<file path="config.mk">
export PLATFORM = sky130hd
export DESIGN_NAME = mpeg4_vop_frame_delimiter_top
export DESIGN_NICKNAME = d
export VERILOG_FILES = /design/src/rtl/mvfd_pkg.sv /design/src/rtl/mvfd_cfg.sv /design/src/rtl/mvfd_core.sv /design/src/rtl/mvfd_rfifo.sv /design/src/rtl/mpeg4_vop_frame_delimiter_top.sv
export SDC_FILE = /design/constraint.sdc
export NUM_CORES = 1
export LEC_CHECK = 0
export ABC_AREA = 1
export BUFFER_PORTS_ARGS = -buffer_cell sky130_fd_sc_hd__buf_2
export CORE_UTILIZATION = 45
export CTS_CLUSTER_DIAMETER = 40
export DETAILED_ROUTE_END_ITERATION = 12
export GPL_ROUTABILITY_DRIVEN = 0
export GPL_TIMING_DRIVEN = 0
export HOLD_SLACK_MARGIN = 0.05
export SLEW_MARGIN = 20
export SYNTH_ARGS = -nofsm -noshare
export SYNTH_HDL_FRONTEND = slang
export SYNTH_HIERARCHICAL = 1
export SYNTH_SLANG_ARGS = --single-unit
export TNS_END_PERCENT = 100
</file>
<file path="constraint.sdc">
create_clock -name clk_i -period 8.3 [get_ports clk_i]
set_input_delay 0.415 -clock clk_i [delete_from_list [all_inputs] [get_ports clk_i]]
set_output_delay 0.415 -clock clk_i [all_outputs]
set_load 0.01 [all_outputs]
</file>
<file path="src/rtl/mvfd_pkg.sv">
// ---------------------------------------------------------------------------
// mvfd_pkg: shared types and constants of the vop frame delimiter
// start code values, register map, result kinds and the item structs
// ---------------------------------------------------------------------------
`default_nettype none

package mvfd_pkg;

  // start code detection
  localparam logic [23:0] PrefixWord   = 24'h000001;
  localparam logic [23:0] WindowReset  = 24'hFFFFFF;
  localparam logic [7:0]  SeqCode      = 8'hB0;
  localparam logic [7:0]  GroupCode    = 8'hB3;
  localparam logic [7:0]  VopCode      = 8'hB6;

  // frame byte counts
  localparam int unsigned CountW        = 21;
  localparam logic [CountW-1:0] PrefixLen     = 21'd4;
  localparam logic [CountW-1:0] MinInnerCount = 21'd8;
  localparam logic [CountW-1:0] LimitMin      = 21'd8;
  localparam logic [CountW-1:0] LimitMax      = 21'd1048576;
  localparam logic [CountW-1:0] LimitReset    = 21'd65536;

  // register map: one register, index taken from paddr[2]
  localparam int unsigned AddrW = 3;
  localparam logic RegFrameByteLimit = 1'b0;

  // result queue
  localparam int unsigned FifoDepth = 4;
  localparam int unsigned PtrW      = 2;
  localparam int unsigned FillW     = 3;

  // result kinds
  localparam logic [1:0] KindSeq     = 2'd0;
  localparam logic [1:0] KindVop     = 2'd1;
  localparam logic [1:0] KindUnsynced = 2'd2;

  typedef enum logic [1:0] {
    MODE_IDLE = 2'd0,
    MODE_SEQ  = 2'd1,
    MODE_VOP  = 2'd2
  } mode_e;

  typedef struct packed {
    logic [7:0] data_byte;
    logic       stream_last;
  } mvfd_in_t;

  typedef struct packed {
    logic [CountW-1:0] frame_length;
    logic [1:0]        frame_kind;
    logic              hit_limit;
    logic              stream_end;
  } mvfd_out_t;

  // results produced by one accepted byte
  typedef struct packed {
    logic [1:0] cnt;
    mvfd_out_t  first;
    mvfd_out_t  second;
  } mvfd_push_t;

  function automatic logic [1:0] kind_of(mode_e mode);
    logic [1:0] kind;
    case (mode)
      MODE_SEQ: kind = KindSeq;
      MODE_VOP: kind = KindVop;
      default:  kind = KindUnsynced;
    endcase
    return kind;
  endfunction

endpackage

`default_nettype wire

</file>
<file path="src/rtl/mvfd_cfg.sv">
// ---------------------------------------------------------------------------
// mvfd_cfg: configuration register block
// apb-style write and read of the frame byte limit, clamped for the core
// ---------------------------------------------------------------------------
`default_nettype none

module mvfd_cfg (
  input  wire logic                       clk_i,
  input  wire logic                       rst_ni,
  input  wire logic                       psel,
  input  wire logic                       penable,
  input  wire logic                       pwrite,
  input  wire logic [mvfd_pkg::AddrW-1:0] paddr,
  input  wire logic [31:0]                pwdata,
  output logic      [31:0]                prdata,
  output logic                            pready,
  output logic      [mvfd_pkg::CountW-1:0] limit_o
);
  import mvfd_pkg::*;

  logic [CountW-1:0] limit_q, limit_d;
  logic              wr_en;

  // write decode
  assign pready = 1'b1;
  assign wr_en  = psel && penable && pwrite && (paddr[2] == RegFrameByteLimit);

  always_comb begin
    limit_d = limit_q;
    if (wr_en) begin
      limit_d = pwdata[CountW-1:0];
    end
  end

  always_ff @(posedge clk_i or negedge rst_ni) begin
    if (!rst_ni) begin
      limit_q <= LimitReset;
    end else begin
      limit_q <= limit_d;
    end
  end

  // read back
  assign prdata = (paddr[2] == RegFrameByteLimit) ? {{(32-CountW){1'b0}}, limit_q} : 32'd0;

  // clamp to the legal range
  always_comb begin
    if (limit_q < LimitMin) begin
      limit_o = LimitMin;
    end else if (limit_q > LimitMax) begin
      limit_o = LimitMax;
    end else begin
      limit_o = limit_q;
    end
  end

endmodule

`default_nettype wire

</file>
<file path="src/rtl/mvfd_core.sv">
// ---------------------------------------------------------------------------
// mvfd_core: start code scanner and frame state
// consumes one byte per transfer and produces up to two frame results
// ---------------------------------------------------------------------------
`default_nettype none

module mvfd_core (
  input  wire logic                        clk_i,
  input  wire logic                        rst_ni,
  input  wire logic                        accept_i,
  input  wire mvfd_pkg::mvfd_in_t          item_i,
  input  wire logic [mvfd_pkg::CountW-1:0] limit_i,
  output mvfd_pkg::mvfd_push_t             push_o
);
  import mvfd_pkg::*;

  logic [23:0]       window_q, window_d;
  logic [CountW-1:0] count_q, count_d;
  mode_e             mode_q, mode_d;
  logic              group_q, group_d;

  logic [CountW-1:0] count_inc, close_len, cnt_a, cnt_b;
  logic              code_hit, is_seq, is_grp, is_vop;
  logic              close, group_step, emit_close, hit, end_emit;
  mode_e             mode_a, mode_b;
  logic              group_a, group_b;
  logic [23:0]       window_a, window_b;
  mvfd_out_t         res_close, res_lim, res_end;

  // start code recognition
  assign count_inc = count_q + 21'd1;
  assign code_hit  = (window_q == PrefixWord);
  assign is_seq    = code_hit && (item_i.data_byte == SeqCode);
  assign is_grp    = code_hit && (item_i.data_byte == GroupCode);
  assign is_vop    = code_hit && (item_i.data_byte == VopCode);

  // close decision per frame mode
  always_comb begin
    close      = 1'b0;
    group_step = group_q;
    case (mode_q)
      MODE_SEQ: begin
        if (count_inc >= MinInnerCount) begin
          if (is_grp) begin
            group_step = 1'b1;
          end else if (is_seq) begin
            close = 1'b1;
          end else if (is_vop) begin
            if (group_q) begin
              group_step = 1'b0;
            end else begin
              close = 1'b1;
            end
          end
        end
      end
      MODE_VOP: begin
        close = (count_inc >= MinInnerCount) && (is_seq || is_vop);
      end
      default: begin
        close = (count_inc >= PrefixLen) && (is_seq || is_vop);
      end
    endcase
  end

  // state after the start code step
  assign close_len  = count_inc - PrefixLen;
  assign emit_close = close && ((close_len != '0) || (mode_q == MODE_SEQ) ||
                                (mode_q == MODE_VOP));
  assign mode_a     = close ? (is_seq ? MODE_SEQ : MODE_VOP) : mode_q;
  assign cnt_a      = close ? PrefixLen : count_inc;
  assign group_a    = close ? 1'b0 : group_step;
  assign window_a   = {window_q[15:0], item_i.data_byte};

  // byte limit close
  assign hit      = (cnt_a >= limit_i);
  assign cnt_b    = hit ? '0 : cnt_a;
  assign mode_b   = hit ? MODE_IDLE : mode_a;
  assign group_b  = hit ? 1'b0 : group_a;
  assign window_b = hit ? WindowReset : window_a;

  // result records
  assign end_emit = item_i.stream_last && (cnt_b != '0);

  always_comb begin
    res_close.frame_length = close_len;
    res_close.frame_kind   = kind_of(mode_q);
    res_close.hit_limit    = 1'b0;
    res_close.stream_end   = 1'b0;

    res_lim.frame_length   = cnt_a;
    res_lim.frame_kind     = kind_of(mode_a);
    res_lim.hit_limit      = 1'b1;
    res_lim.stream_end     = item_i.stream_last;

    res_end.frame_length   = cnt_b;
    res_end.frame_kind     = kind_of(mode_b);
    res_end.hit_limit      = 1'b0;
    res_end.stream_end     = 1'b1;
  end

  // pack results in order
  always_comb begin
    push_o.second = res_end;
    if (emit_close || hit) begin
      push_o.first = emit_close ? res_close : res_lim;
      push_o.cnt   = end_emit ? 2'd2 : 2'd1;
    end else begin
      push_o.first = res_end;
      push_o.cnt   = end_emit ? 2'd1 : 2'd0;
    end
    if (!accept_i) begin
      push_o.cnt = 2'd0;
    end
  end

  // next state, cleared after the final byte
  always_comb begin
    window_d = window_q;
    count_d  = count_q;
    mode_d   = mode_q;
    group_d  = group_q;
    if (accept_i) begin
      if (item_i.stream_last) begin
        window_d = WindowReset;
        count_d  = '0;
        mode_d   = MODE_IDLE;
        group_d  = 1'b0;
      end else begin
        window_d = window_b;
        count_d  = cnt_b;
        mode_d   = mode_b;
        group_d  = group_b;
      end
    end
  end

  always_ff @(posedge clk_i or negedge rst_ni) begin
    if (!rst_ni) begin
      window_q <= WindowReset;
      count_q  <= '0;
      mode_q   <= MODE_IDLE;
      group_q  <= 1'b0;
    end else begin
      window_q <= window_d;
      count_q  <= count_d;
      mode_q   <= mode_d;
      group_q  <= group_d;
    end
  end

  // group flag only lives inside a sequence-led frame
  assert property (@(posedge clk_i) disable iff (!rst_ni)
    group_q |-> (mode_q == MODE_SEQ))
    else $error("group flag set outside a sequence-led frame");

  // final byte leaves the scanner in its reset state
  assert property (@(posedge clk_i) disable iff (!rst_ni)
    (accept_i && item_i.stream_last) |=>
      (count_q == '0) && (mode_q == MODE_IDLE) && (window_q == WindowReset))
    else $error("state not cleared after final byte");

  // a limit close never reports fewer bytes than the smallest limit
  assert property (@(posedge clk_i) disable iff (!rst_ni)
    ((push_o.cnt != 2'd0) && push_o.first.hit_limit) |->
      (push_o.first.frame_length >= LimitMin))
    else $error("limit close below minimum frame size");

  // a synced frame is never shorter than its opening code
  assert property (@(posedge clk_i) disable iff (!rst_ni)
    (mode_q != MODE_IDLE) |-> (count_q >= PrefixLen))
    else $error("synced frame shorter than its start code");

endmodule

`default_nettype wire

</file>
<file path="src/rtl/mvfd_rfifo.sv">
// ---------------------------------------------------------------------------
// mvfd_rfifo: result queue
// takes up to two results per cycle and hands out one per transfer
// ---------------------------------------------------------------------------
`default_nettype none

module mvfd_rfifo (
  input  wire logic                 clk_i,
  input  wire logic                 rst_ni,
  input  wire mvfd_pkg::mvfd_push_t push_i,
  output logic                      space_o,
  output logic                      out_valid_o,
  input  wire logic                 out_ready_i,
  output mvfd_pkg::mvfd_out_t       out_data_o
);
  import mvfd_pkg::*;

  mvfd_out_t        mem_q [FifoDepth];
  logic [PtrW-1:0]  wr_ptr_q, wr_ptr_d, rd_ptr_q, rd_ptr_d, wr_ptr_p1;
  logic [FillW-1:0] fill_q, fill_d;
  logic             pop;

  assign out_valid_o = (fill_q != '0);
  assign out_data_o  = mem_q[rd_ptr_q];
  assign pop         = out_valid_o && out_ready_i;
  // room for the worst case of two results from one byte
  assign space_o     = (fill_q <= FillW'(FifoDepth - 2));
  assign wr_ptr_p1   = wr_ptr_q + 1'b1;

  // pointer and fill update
  always_comb begin
    wr_ptr_d = wr_ptr_q + PtrW'(push_i.cnt);
    rd_ptr_d = pop ? rd_ptr_q + 1'b1 : rd_ptr_q;
    fill_d   = fill_q + FillW'(push_i.cnt) - FillW'(pop);
  end

  always_ff @(posedge clk_i or negedge rst_ni) begin
    if (!rst_ni) begin
      wr_ptr_q <= '0;
      rd_ptr_q <= '0;
      fill_q   <= '0;
    end else begin
      wr_ptr_q <= wr_ptr_d;
      rd_ptr_q <= rd_ptr_d;
      fill_q   <= fill_d;
    end
  end

  // storage writes
  always_ff @(posedge clk_i) begin
    if (push_i.cnt != 2'd0) begin
      mem_q[wr_ptr_q] <= push_i.first;
    end
    if (push_i.cnt == 2'd2) begin
      mem_q[wr_ptr_p1] <= push_i.second;
    end
  end

  // never more entries than storage
  assert property (@(posedge clk_i) disable iff (!rst_ni)
    fill_q <= FillW'(FifoDepth))
    else $error("result queue overflow");

  // pointers and fill agree
  assert property (@(posedge clk_i) disable iff (!rst_ni)
    (fill_q != FillW'(FifoDepth)) |-> (fill_q[PtrW-1:0] == PtrW'(wr_ptr_q - rd_ptr_q)))
    else $error("result queue pointers out of step with fill");

  // results only arrive while room was advertised
  assert property (@(posedge clk_i) disable iff (!rst_ni)
    (push_i.cnt != 2'd0) |-> $past(space_o) || (fill_q <= FillW'(FifoDepth - 2)))
    else $error("results pushed without room");

endmodule

`default_nettype wire

</file>
<file path="src/rtl/mpeg4_vop_frame_delimiter_top.sv">
// ---------------------------------------------------------------------------
// mpeg4_vop_frame_delimiter_top: mpeg-4 start code frame delimiter
// cuts a byte stream into frames at 00 00 01 xx start codes
// ---------------------------------------------------------------------------
// One stream byte is taken per transfer, one per cycle at full rate: the
// scanner registers its new window, count and mode for each accepted byte and
// pushes zero, one or two results into a four-entry result queue. The input
// stays ready while the queue has room for two results, so the rate drops
// below one byte per cycle only when the output side stalls and the queue
// fills. A result is queued with the byte that closed its frame.
// The frame byte limit at address 0 is clamped to 8..1048576 and is to be
// written only while the block is idle.
`default_nettype none

module mpeg4_vop_frame_delimiter_top (
  input  wire logic                       clk_i,
  input  wire logic                       rst_ni,
  input  wire logic                       in_valid_i,
  output logic                            in_ready_o,
  input  wire mvfd_pkg::mvfd_in_t         in_data_i,
  output logic                            out_valid_o,
  input  wire logic                       out_ready_i,
  output mvfd_pkg::mvfd_out_t             out_data_o,
  input  wire logic                       psel,
  input  wire logic                       penable,
  input  wire logic                       pwrite,
  input  wire logic [mvfd_pkg::AddrW-1:0] paddr,
  input  wire logic [31:0]                pwdata,
  output logic      [31:0]                prdata,
  output logic                            pready
);
  import mvfd_pkg::*;

  logic [CountW-1:0] limit;
  logic              accept;
  logic              space;
  mvfd_push_t        push;

  assign in_ready_o = space;
  assign accept     = in_valid_i && space;

  // configuration register
  mvfd_cfg u_cfg (
    .clk_i   (clk_i),
    .rst_ni  (rst_ni),
    .psel    (psel),
    .penable (penable),
    .pwrite  (pwrite),
    .paddr   (paddr),
    .pwdata  (pwdata),
    .prdata  (prdata),
    .pready  (pready),
    .limit_o (limit)
  );

  // start code scanner
  mvfd_core u_core (
    .clk_i    (clk_i),
    .rst_ni   (rst_ni),
    .accept_i (accept),
    .item_i   (in_data_i),
    .limit_i  (limit),
    .push_o   (push)
  );

  // result queue
  mvfd_rfifo u_rfifo (
    .clk_i       (clk_i),
    .rst_ni      (rst_ni),
    .push_i      (push),
    .space_o     (space),
    .out_valid_o (out_valid_o),
    .out_ready_i (out_ready_i),
    .out_data_o  (out_data_o)
  );

endmodule

`default_nettype wire

</file>
### Yosys cells after proc, flatten, opt, wreduce, memory -nomap -nowiden

Memories as Yosys holds them, arrays and structs flattened.
Cells that the tools add are included.
W data, S select, Z words.

| operators by class | value |
|---|---|
| $add $sub $neg | 7 |
| magnitude comparators | 6 |
| equality and inequality tests | 12 |
| muxes and demuxes | 38 |
| bitwise gates (word level) | 1 |
| reduce and logical (&&, ||, !) cells | 24 |

Operators with widths:

| cell | count |
|---|---|
| $mux W21 | 6 |
| $mux W24 | 2 |
| $reduce_bool A21 Y1 | 2 |
| $mux W27 | 1 |
| $mux W25 | 1 |
| $eq A24 B1 Y1 const B | 1 |
| $eq A8 B8 Y1 const B | 3 |
| $add A21 B1 Y21 const B | 1 |
| $ge A21 B21 Y1 | 1 |
| $ge A21 B3 Y1 const B | 1 |
| $ge A21 B4 Y1 const B | 1 |
| $gt A21 B21 Y1 const B | 1 |
| $lt A21 B4 Y1 const B | 1 |
| $sub A21 B3 Y21 const B | 1 |
| $mux W1 | 18 |
| $logic_and A1 B1 Y1 | 12 |
| $mux W2 | 6 |
| $pmux W2 S2 | 3 |
| $eq A2 B2 Y1 const B | 4 |
| $reduce_bool A4 Y1 | 2 |
| $eq A2 B1 Y1 const B | 3 |
| $ne A5 B5 Y1 const B | 1 |
| $reduce_and A5 Y1 | 1 |
| $reduce_bool A5 Y1 | 1 |
| other kinds (10) | 14 |

| storage, ports and cells | value |
|---|---|
| flip-flop bits (word level) | 76 |
| RAM bits | 100 |
| input bits | 51 |
| logic and storage cells | 97 |
| memories | 1 |

Memory list:

| memory | depth | bits a word | rd ports | clocked after memory_dff | write ports | line | text |
|---|---|---|---|---|---|---|---|
| u_rfifo.mem_q | 4 | 25 | 1 | 0 | 2 | mvfd_rfifo.sv:18 | `mvfd_out_t mem_q [FifoDepth];` |

### Logic depth before layout (Yosys ltp)

Gate-level depths: netlist of run 1.

| logic depth | value |
|---|---|
| word-level depth | 18 |
| depth in mapped cells | 43 |
| mapped depth without buffers | 40 |

### Cells and area by module

The synthesis of run 1 kept the hierarchy.

By module, submodules not included:

| module | instances | cells an instance | area an instance (µm²) | sequential area each (µm²) |
|---|---|---|---|---|
| mvfd_rfifo | 1 | 712 | 5,900.7 | 3,178.0 |
| mvfd_core | 1 | 719 | 4,793.3 | 1,231.2 |
| mvfd_cfg | 1 | 176 | 1,243.7 | 526.8 |
| mpeg4_vop_frame_delimiter_top | 1 | 2 | 7.5 | 0.0 |

### Worst setup path after synthesis of run 1

Ideal clock, no wire load.

| timing path | value |
|---|---|
| path type | reg2reg |
| from | reg u_core.count_q[0] |
| to | mem u_rfifo/mem_q[3][0] (netlist name), enable pin |
| library setup time | 410 ps |
| data arrival time | 5,929 ps |
| path slack | 1,961 ps |
| stages on the path, launching flop included | 40 |
| path buffers | 3 |
| path through | dfrtp_1 -> ha_1 -> nand2_2 -> nor2_4 -> nand2_4 -> nor2_8 -> xor2_4 -> nand2_1 -> nor2_1 -> nand3_1 -> nand2_1 -> nand3_2 -> nand2_4 -> buf_8 -> buf_6 -> nor2_1 -> ha_1 -> nand2_1 -> (+4 left out) -> o21bai_1 -> nand3_1 -> a31oi_1 -> clkinv_1 -> nor2_4 -> nand2_1 -> nand2_1 -> nor2_1 -> nor2_1 -> ha_1 -> nand2_1 -> inv_1 -> inv_2 -> nand2_4 -> inv_4 -> nand2_4 -> buf_4 -> o21ai_1 |

RTL lines:

| what | line | text |
|---|---|---|
| from (decl) | mvfd_core.sv:18 | `logic [CountW-1:0] count_q, count_d;` |
| from (signal assigned) | mvfd_core.sv:146 | `count_q <= count_d;` |
| to (decl) | mvfd_rfifo.sv:18 |  |

==> qor.csv, run 1 <==
metric,value,unit
run status,"finished, final reports clean",
global-route usage over all layers,26.49,%
Area growth syn-to-layout,12.99,%
power density over cell area,263.3,nW/µm²
first-pass GRT wire length,54400,µm
Syn Inst Count,1609,
Sequential Power Share,33.1,%
most frequent cells in the layout,"nand2_1 (495), inv_1 (196), nor2_1 (180), nand3_1 (130), buf_2 (104)",
f_max,130.5,MHz
Critical Path AT,7.73,ns
vias post-DR,10890,
Area contributors post-synth,"edfxtp_1 (25%), nand2_1 (16%), dfrtp_1 (11%), inv_1 (6.1%), nor2_1 (5.7%)",
CTS Root Cell,clkbuf_16,
crit path from,u_core/count_q[0],
Synth Flop Type,edfxtp_1,
antenna-violating nets left,0,
via/cell ratio,5.249,
max-cap check violation count,0,
die area,27200,µm²
Final Hold Violating Endpoints,0,
TritonCTS clock tree,done,
Tmin final,7.663,ns
Hold Path Class,input pin to register,
chip width,164.9,µm
Starting Density,45.84,%
Post-synth ARST share,43.18,%
crit-path most repeated cell,nand2_1,
crit path kind,register to register,
vias in the first global route,10180,
pin count of the biggest net entering global routing,57,
final core occ,51.79,%
WL per Instance,16.75,µm
sequential element share of the synthesized area,41.32,%
internal power,0.002033,W
Setup TNS Final,0,ns
VDD IR max,0.1820,mV
Max stage delay on crit path,0.65,ns
Sw Share,42.80,%
Synth Cell Area,11950,µm²
drt pass-1 iters,5,
initial antenna violation count,0,
Synth area leader,edfxtp_1,
Rel. slew slack,41.91,%
"Clk Latency, worst-skew pair",0.44,ns
RSZ-0062 raised after global routing,no,
CP required,8.36,ns
top-area cell type share of the netlist area,25.14,%
crit path launch type,register,
Reg-to-Reg Start,u_core/count_q[0],
final setup vio count,0,
CTS H-tree lvls,4,
worst reg2reg path depth,39,
port bufs,85,
Comb pwr share,44.5,%
clock power share,22.4,%
synth warn,6,
IO Count,111,
die height,164.9,µm
share of cells above drive strength 1,16.91,%
Final nets,1813,
Clock Pin Slew Worst Setup and Hold Paths,0.07,ns
# diodes,0,
Reg2Reg Capture Point,u_rfifo/mem_q[2][8],
"commonest non-fill, non-tap cell in the layout",nand2_1,
crit end category,register,
worst slew pin tran,0.8673,ns
DRT iter0 DRCs,1028,
Final HPWL DP,26130,µm
Final Cycle Share,92.33,%
drt drc,0,
Leakage,6.912,nW
Worst Hold Slack,0.2136,ns
CP max FO,25,
cell row count,59,
Clock Path Buffers,2,
grt ovf,0,
Setup Buffers After CTS,0,
total CTS buffers,17,
Core Region,26060,µm²
clock sinks,176,
crit path to,u_rfifo/mem_q[2][8],
post-synthesis cell type count,47,
number of synthesized flops with an enable pin,100,
clk_skew,0.01399,ns
slowest CP cell,a31oi_1,
Final Slew Violations,0,
NetSw,0.001521,W
Routed WL,34730,µm
Synth Area per Inst,7.424,µm²
"setup slack, reg-to-reg",0.64,ns
FILL cells,2552,
Seq cells post-synth,176,
-- power groups by stage --
stage               Sequential (W)  Combinational (W)  Clock [W]
floorplan                  0.00118            0.00108          0
global placement           0.00119            0.00154          0
detailed placement         0.00119            0.00158          0
CTS                        0.00117            0.00158   0.000811
global route               0.00119            0.00177   0.000842
finish                     0.00118            0.00158   0.000796
-- layer usage --
layer | global-route usage [%] | routed length [µm] | vias to the layer above
met5 | 0 | 0 | -
met4 | 11.55 | 1063 | 0
met3 | 2.938 | 1979 | 65
met2 | 45.05 | 16740 | 456
met1 | 33.93 | 14950 | 4977
li1 | - | - | 5389
-- state kept, by name (all words and copies together), names as in the netlist --
name,flops
u_rfifo/mem_q,100
u_core/window_q,24
u_cfg/limit_q,21
u_core/count_q,21
u_rfifo/fill_q,3
u_core/mode_q,2
u_rfifo/rd_ptr_q,2
u_rfifo/wr_ptr_q,2
u_core/group_q,1
-- worst max-delay path: cells and delay by family, from the launching register on --
kind                       cells  cell delay [ns]
buffers and inverters          8             1.47
adders and majority gates      3             0.82
and+or+nand+nor               26             3.73
DFF                            1             0.45
AOI/OAI and AO/OA              2             0.77
-- worst min-delay path by stage --
stage / from / end / slack (ns) / depth (start not counted)
2_1_floorplan: rst_ni / u_cfg/limit_q[0] / 0.12 / 0
3_3_place_gp: u_core/window_q[18] / u_core/window_q[18] / 0.46 / 2
3_5_place_dp: rst_ni / u_rfifo/rd_ptr_q[1] / 0.35 / 1
4_1_cts: pwdata[16] / u_cfg/limit_q[16] / 0.20 / 3
5_1_grt: pwdata[12] / u_cfg/limit_q[12] / 0.22 / 3
6_report: pwdata[16] / u_cfg/limit_q[16] / 0.21 / 3
-- cells in the mapped netlist, types with 8 or more instances --
cell type	instances
buf_6	13
nand3_1	130
nand2_1	498
nor2_1	180
buf_4	25
nand2_2	8
edfxtp_1	100
dfrtp_1	51
o21ai_0	49
o22ai_1	24
nor2_4	20
dfstp_2	25
a32oi_1	13
nand4_1	16
nor3_1	12
a21oi_1	40
inv_1	194
clkbuf_1	23
o21ai_1	33
inv_2	10
buf_2	20
nor2_2	24
ha_1	35
-- repair_timing --
action,in CTS,in global routing
hold buffers,1,0
gates resized for setup,0,3
endpoints found under the hold margin,3,0
setup endpoints to repair,0,91
-- cell families (layout without fill, tap and decap cells) --
group / after synthesis / after routing / synth area share [%]
and+or+nand+nor: 914 / 914 / 33.93
buffers and inverters: 292 / 412 / 11.26
AOI/OAI and AO/OA: 178 / 178 / 8.715
adders and majority gates: 36 / 36 / 3.834
DFF: 176 / 176 / 41.32
xor gates and xnor gates: 9 / 9 / 0.8171
other: 4 / 14 / 0.1257
-- per-stage QoR --
step,cell area [µm²],worst slack [ns],power [W],instances
floorplan,11980,1.961,0.002257,1619
global placement,12830,-0.4919,0.002734,2039
detailed placement,12900,0.2524,0.002768,2041
CTS,13490,0.2342,0.003566,2074
global route,13500,0.1246,0.003802,2074
finish,13500,0.6368,0.003554,2074
-- area by class of cell --
class / instances / area (µm²) / share of cell area, %
buffer: 83 / 555.5 / 4.116
inverter: 209 / 789.5 / 5.850
clock inverter: 12 / 93.84 / 0.6953
tap: 335 / 419.2 / 3.106
clock buffer: 20 / 479.2 / 3.551
timing repair buffer: 88 / 493.0 / 3.653
sequential: 176 / 4936 / 36.57
multi-input combinational: 1151 / 5731 / 42.46
Power figures use the tool's default switching activity.
==> run 2, diff against run 1 <==
Settings changed: CORE_MARGIN from default to 2.
Clock period 8.3 ns to 8.5 ns, I/O delays scaled along.
==> qor.csv, run 2 (same netlist as run 1, synthesis figures left out) <==
metric,value,unit,change
post-placement worst setup slack,0.5065,ns,+0.2540 ns
clk_skew,0.01554,ns,+0.001552 ns
IO Count,111,,unchanged
CP max FO,25,,unchanged
Setup Buffers After CTS,0,,unchanged
vias post-DR,10830,,-0.57%
Max stage delay on crit path,0.58,ns,-0.07 ns
CP required,8.56,ns,+0.20 ns
FF+latch area,4936,µm²,unchanged
worst-case hold path end point,u_cfg/limit_q[16],,
max reg flops,100,,unchanged
die area,27860,µm²,+2.4%
Clock Pin Slew Worst Setup and Hold Paths,0.08,ns,about the same
worst slew pin tran,0.7978,ns,-0.06958 ns
DRT iter0 DRCs,1009,,-1.8%
port bufs,85,,unchanged
FILL cells,2548,,-0.16%
Tmin final,7.842,ns,+0.1787 ns
Core Region,26060,µm²,unchanged
crit end category,register,,
final setup vio count,0,,unchanged
biggest regs,"u_rfifo/mem_q (100), u_core/window_q (24)",,
crit-path most repeated cell,nand2_1,,
Final Slew Violations,0,,unchanged
Reg2Reg Capture Point,u_rfifo/mem_q[2][18],,
via/cell ratio,5.219,,-0.57%
Hold Path Class,input pin to register,,
final core occ,51.79,%,unchanged
chip width,166.9,µm,+1.2%
drt pass-1 iters,6,,+1
pin count of the biggest net entering global routing,42,,-26%
CTS H-tree lvls,4,,unchanged
"commonest non-fill, non-tap cell in the layout",nand2_1,,
f_max,127.5,MHz,-2.3%
Final nets,1813,,unchanged
Final Cycle Share,92.26,%,about the same
Leakage,6.887,nW,-0.36%
drt drc,0,,unchanged
TritonCTS clock tree,done,,
total CTS buffers,17,,unchanged
vias in the first global route,10450,,+2.6%
# diodes,0,,unchanged
die height,166.9,µm,+1.2%
initial antenna violation count,0,,unchanged
run status,"finished, final reports clean",,
Setup TNS Final,0,ns,unchanged
global-route usage over all layers,25.70,%,-0.79 points
worst setup margin,0.6581,ns,+0.02132 ns
crit path launch type,register,,
share of cells above drive strength 1,16.96,%,+0.058 points
Starting Density,45.84,%,unchanged
area of the multi-input gates,5731,µm²,unchanged
Area growth syn-to-layout,12.99,%,unchanged
RSZ-0062 raised after global routing,no,,
grt ovf,0,,unchanged
Routed WL,35050,µm,+0.93%
Final Hold Violating Endpoints,0,,unchanged
Rel. slew slack,46.25,%,+4.3 points
most frequent cells in the layout,"nand2_1 (495), inv_1 (194), nor2_1 (180), nand3_1 (130), buf_2 (104)",,
power density over cell area,256.8,nW/µm²,-2.5%
overall power,0.003466,W,-2.5%
"setup slack, reg-to-reg",0.66,ns,+0.02 ns
VDD IR max,0.1723,mV,-5.3%
first-pass GRT wire length,56090,µm,+3.1%
cell row count,59,,unchanged
hold path startpoint,pwdata[16],,
CTS Root Cell,clkbuf_16,,
Final HPWL DP,26360,µm,+0.87%
WL per Instance,16.90,µm,+0.93%
"Most flops, register",u_rfifo/mem_q,,
"Clk Latency, worst-skew pair",0.44,ns,about the same
Critical Path AT,7.90,ns,+0.17 ns
worst reg2reg path depth,39,,unchanged
clock sinks,176,,unchanged
max-cap check violation count,0,,unchanged
Clock Path Buffers,2,,unchanged
slowest CP cell,a31oi_1,,
hold path depth,3,,unchanged
antenna-violating nets left,0,,unchanged
Reg-to-Reg Start,u_core/count_q[0],,
crit path kind,register to register,,
[run 2: cell types whose count changed in the layout (fill, tap and decap cells not counted), sizes merged]
cell	delta
clkinv	+6
inv	-6
clkbuf	-2
clkinvlp	+2
[run 2: repair_timing]
action,in CTS,in global routing
gates resized for setup,0,2
endpoints found under the setup margin,0,50
endpoints found under the hold margin,33,0
hold buffers,1,0
[run 2: per-layer routing]
| metal | vias to the layer above | share of wire, % | track usage [%] |
|---|---|---|---|
| li1 | 5389 | - | - |
| met2 | 422 | 48 | 43.16 |
| met3 | 68 | 6.6 | 3.850 |
| met4 | 0 | 3.1 | 9.858 |
| met1 | 4946 | 42 | 33.55 |
| met5 | - | 0 | 0 |
[run 2: area by class of cell]
| class | instances | area share [%] |
|---|---|---|
| clock inverters | 14 | 1.122 |
| inverters | 209 | 5.850 |
| clock buffers | 18 | 3.180 |
| plain buffers | 83 | 4.116 |
| well taps | 335 | 3.106 |
| flip-flops and latches | 176 | 36.57 |
| repair buffers | 88 | 3.597 |
| multi-input cells | 1151 | 42.46 |
[run 2: where the power goes]
group | total [W] | internal [W] | leakage, nW | switching (W)
clock network | 0.000769 | 0.000390 | 0.276 | 0.000379
registers | 0.00115 | 0.00108 | 1.81 | 0.0000647
logic | 0.00155 | 0.000486 | 4.80 | 0.00106
total | 0.00347 | 0.00196 | 6.89 | 0.00151
[run 2: worst max-delay path by stage]
stage / from / endpoint / slack (ns) / depth (start not counted)
final: u_core/count_q[0] / u_rfifo/mem_q[2][18] / 0.66 / 39
after global routing: u_core/count_q[0] / u_rfifo/mem_q[2][18] / 0.04 / 39
after CTS: u_core/count_q[0] / u_rfifo/mem_q[0][18] / 0.51 / 37
after detailed placement: u_core/count_q[0] / u_rfifo/mem_q[0][8] / 0.51 / 37
after global placement: u_core/count_q[0] / u_rfifo/mem_q[3][2] / -0.29 / 36
after floorplan: u_core/count_q[0] / u_rfifo/mem_q[3][0] / 2.16 / 39
[run 2: critical path: cells and delay by family, from the launching register on]
kind            cells  cell delay, ns
fa+ha+maj           3            0.82
simple gates       25            3.81
compound gates      2            0.79
buf+inv             9            1.58
flops               1            0.44
[run 2: metrics by stage]
stage / hold slack (ns) / instance area, µm² / cells
global route: 0.2301 / 13500 / 2074
detailed placement: 0.4416 / 12900 / 2041
floorplan: 0.1294 / 11980 / 1619
finish: 0.2175 / 13500 / 2074
global placement: 0.4601 / 12830 / 2039
CTS: 0.2059 / 13490 / 2074
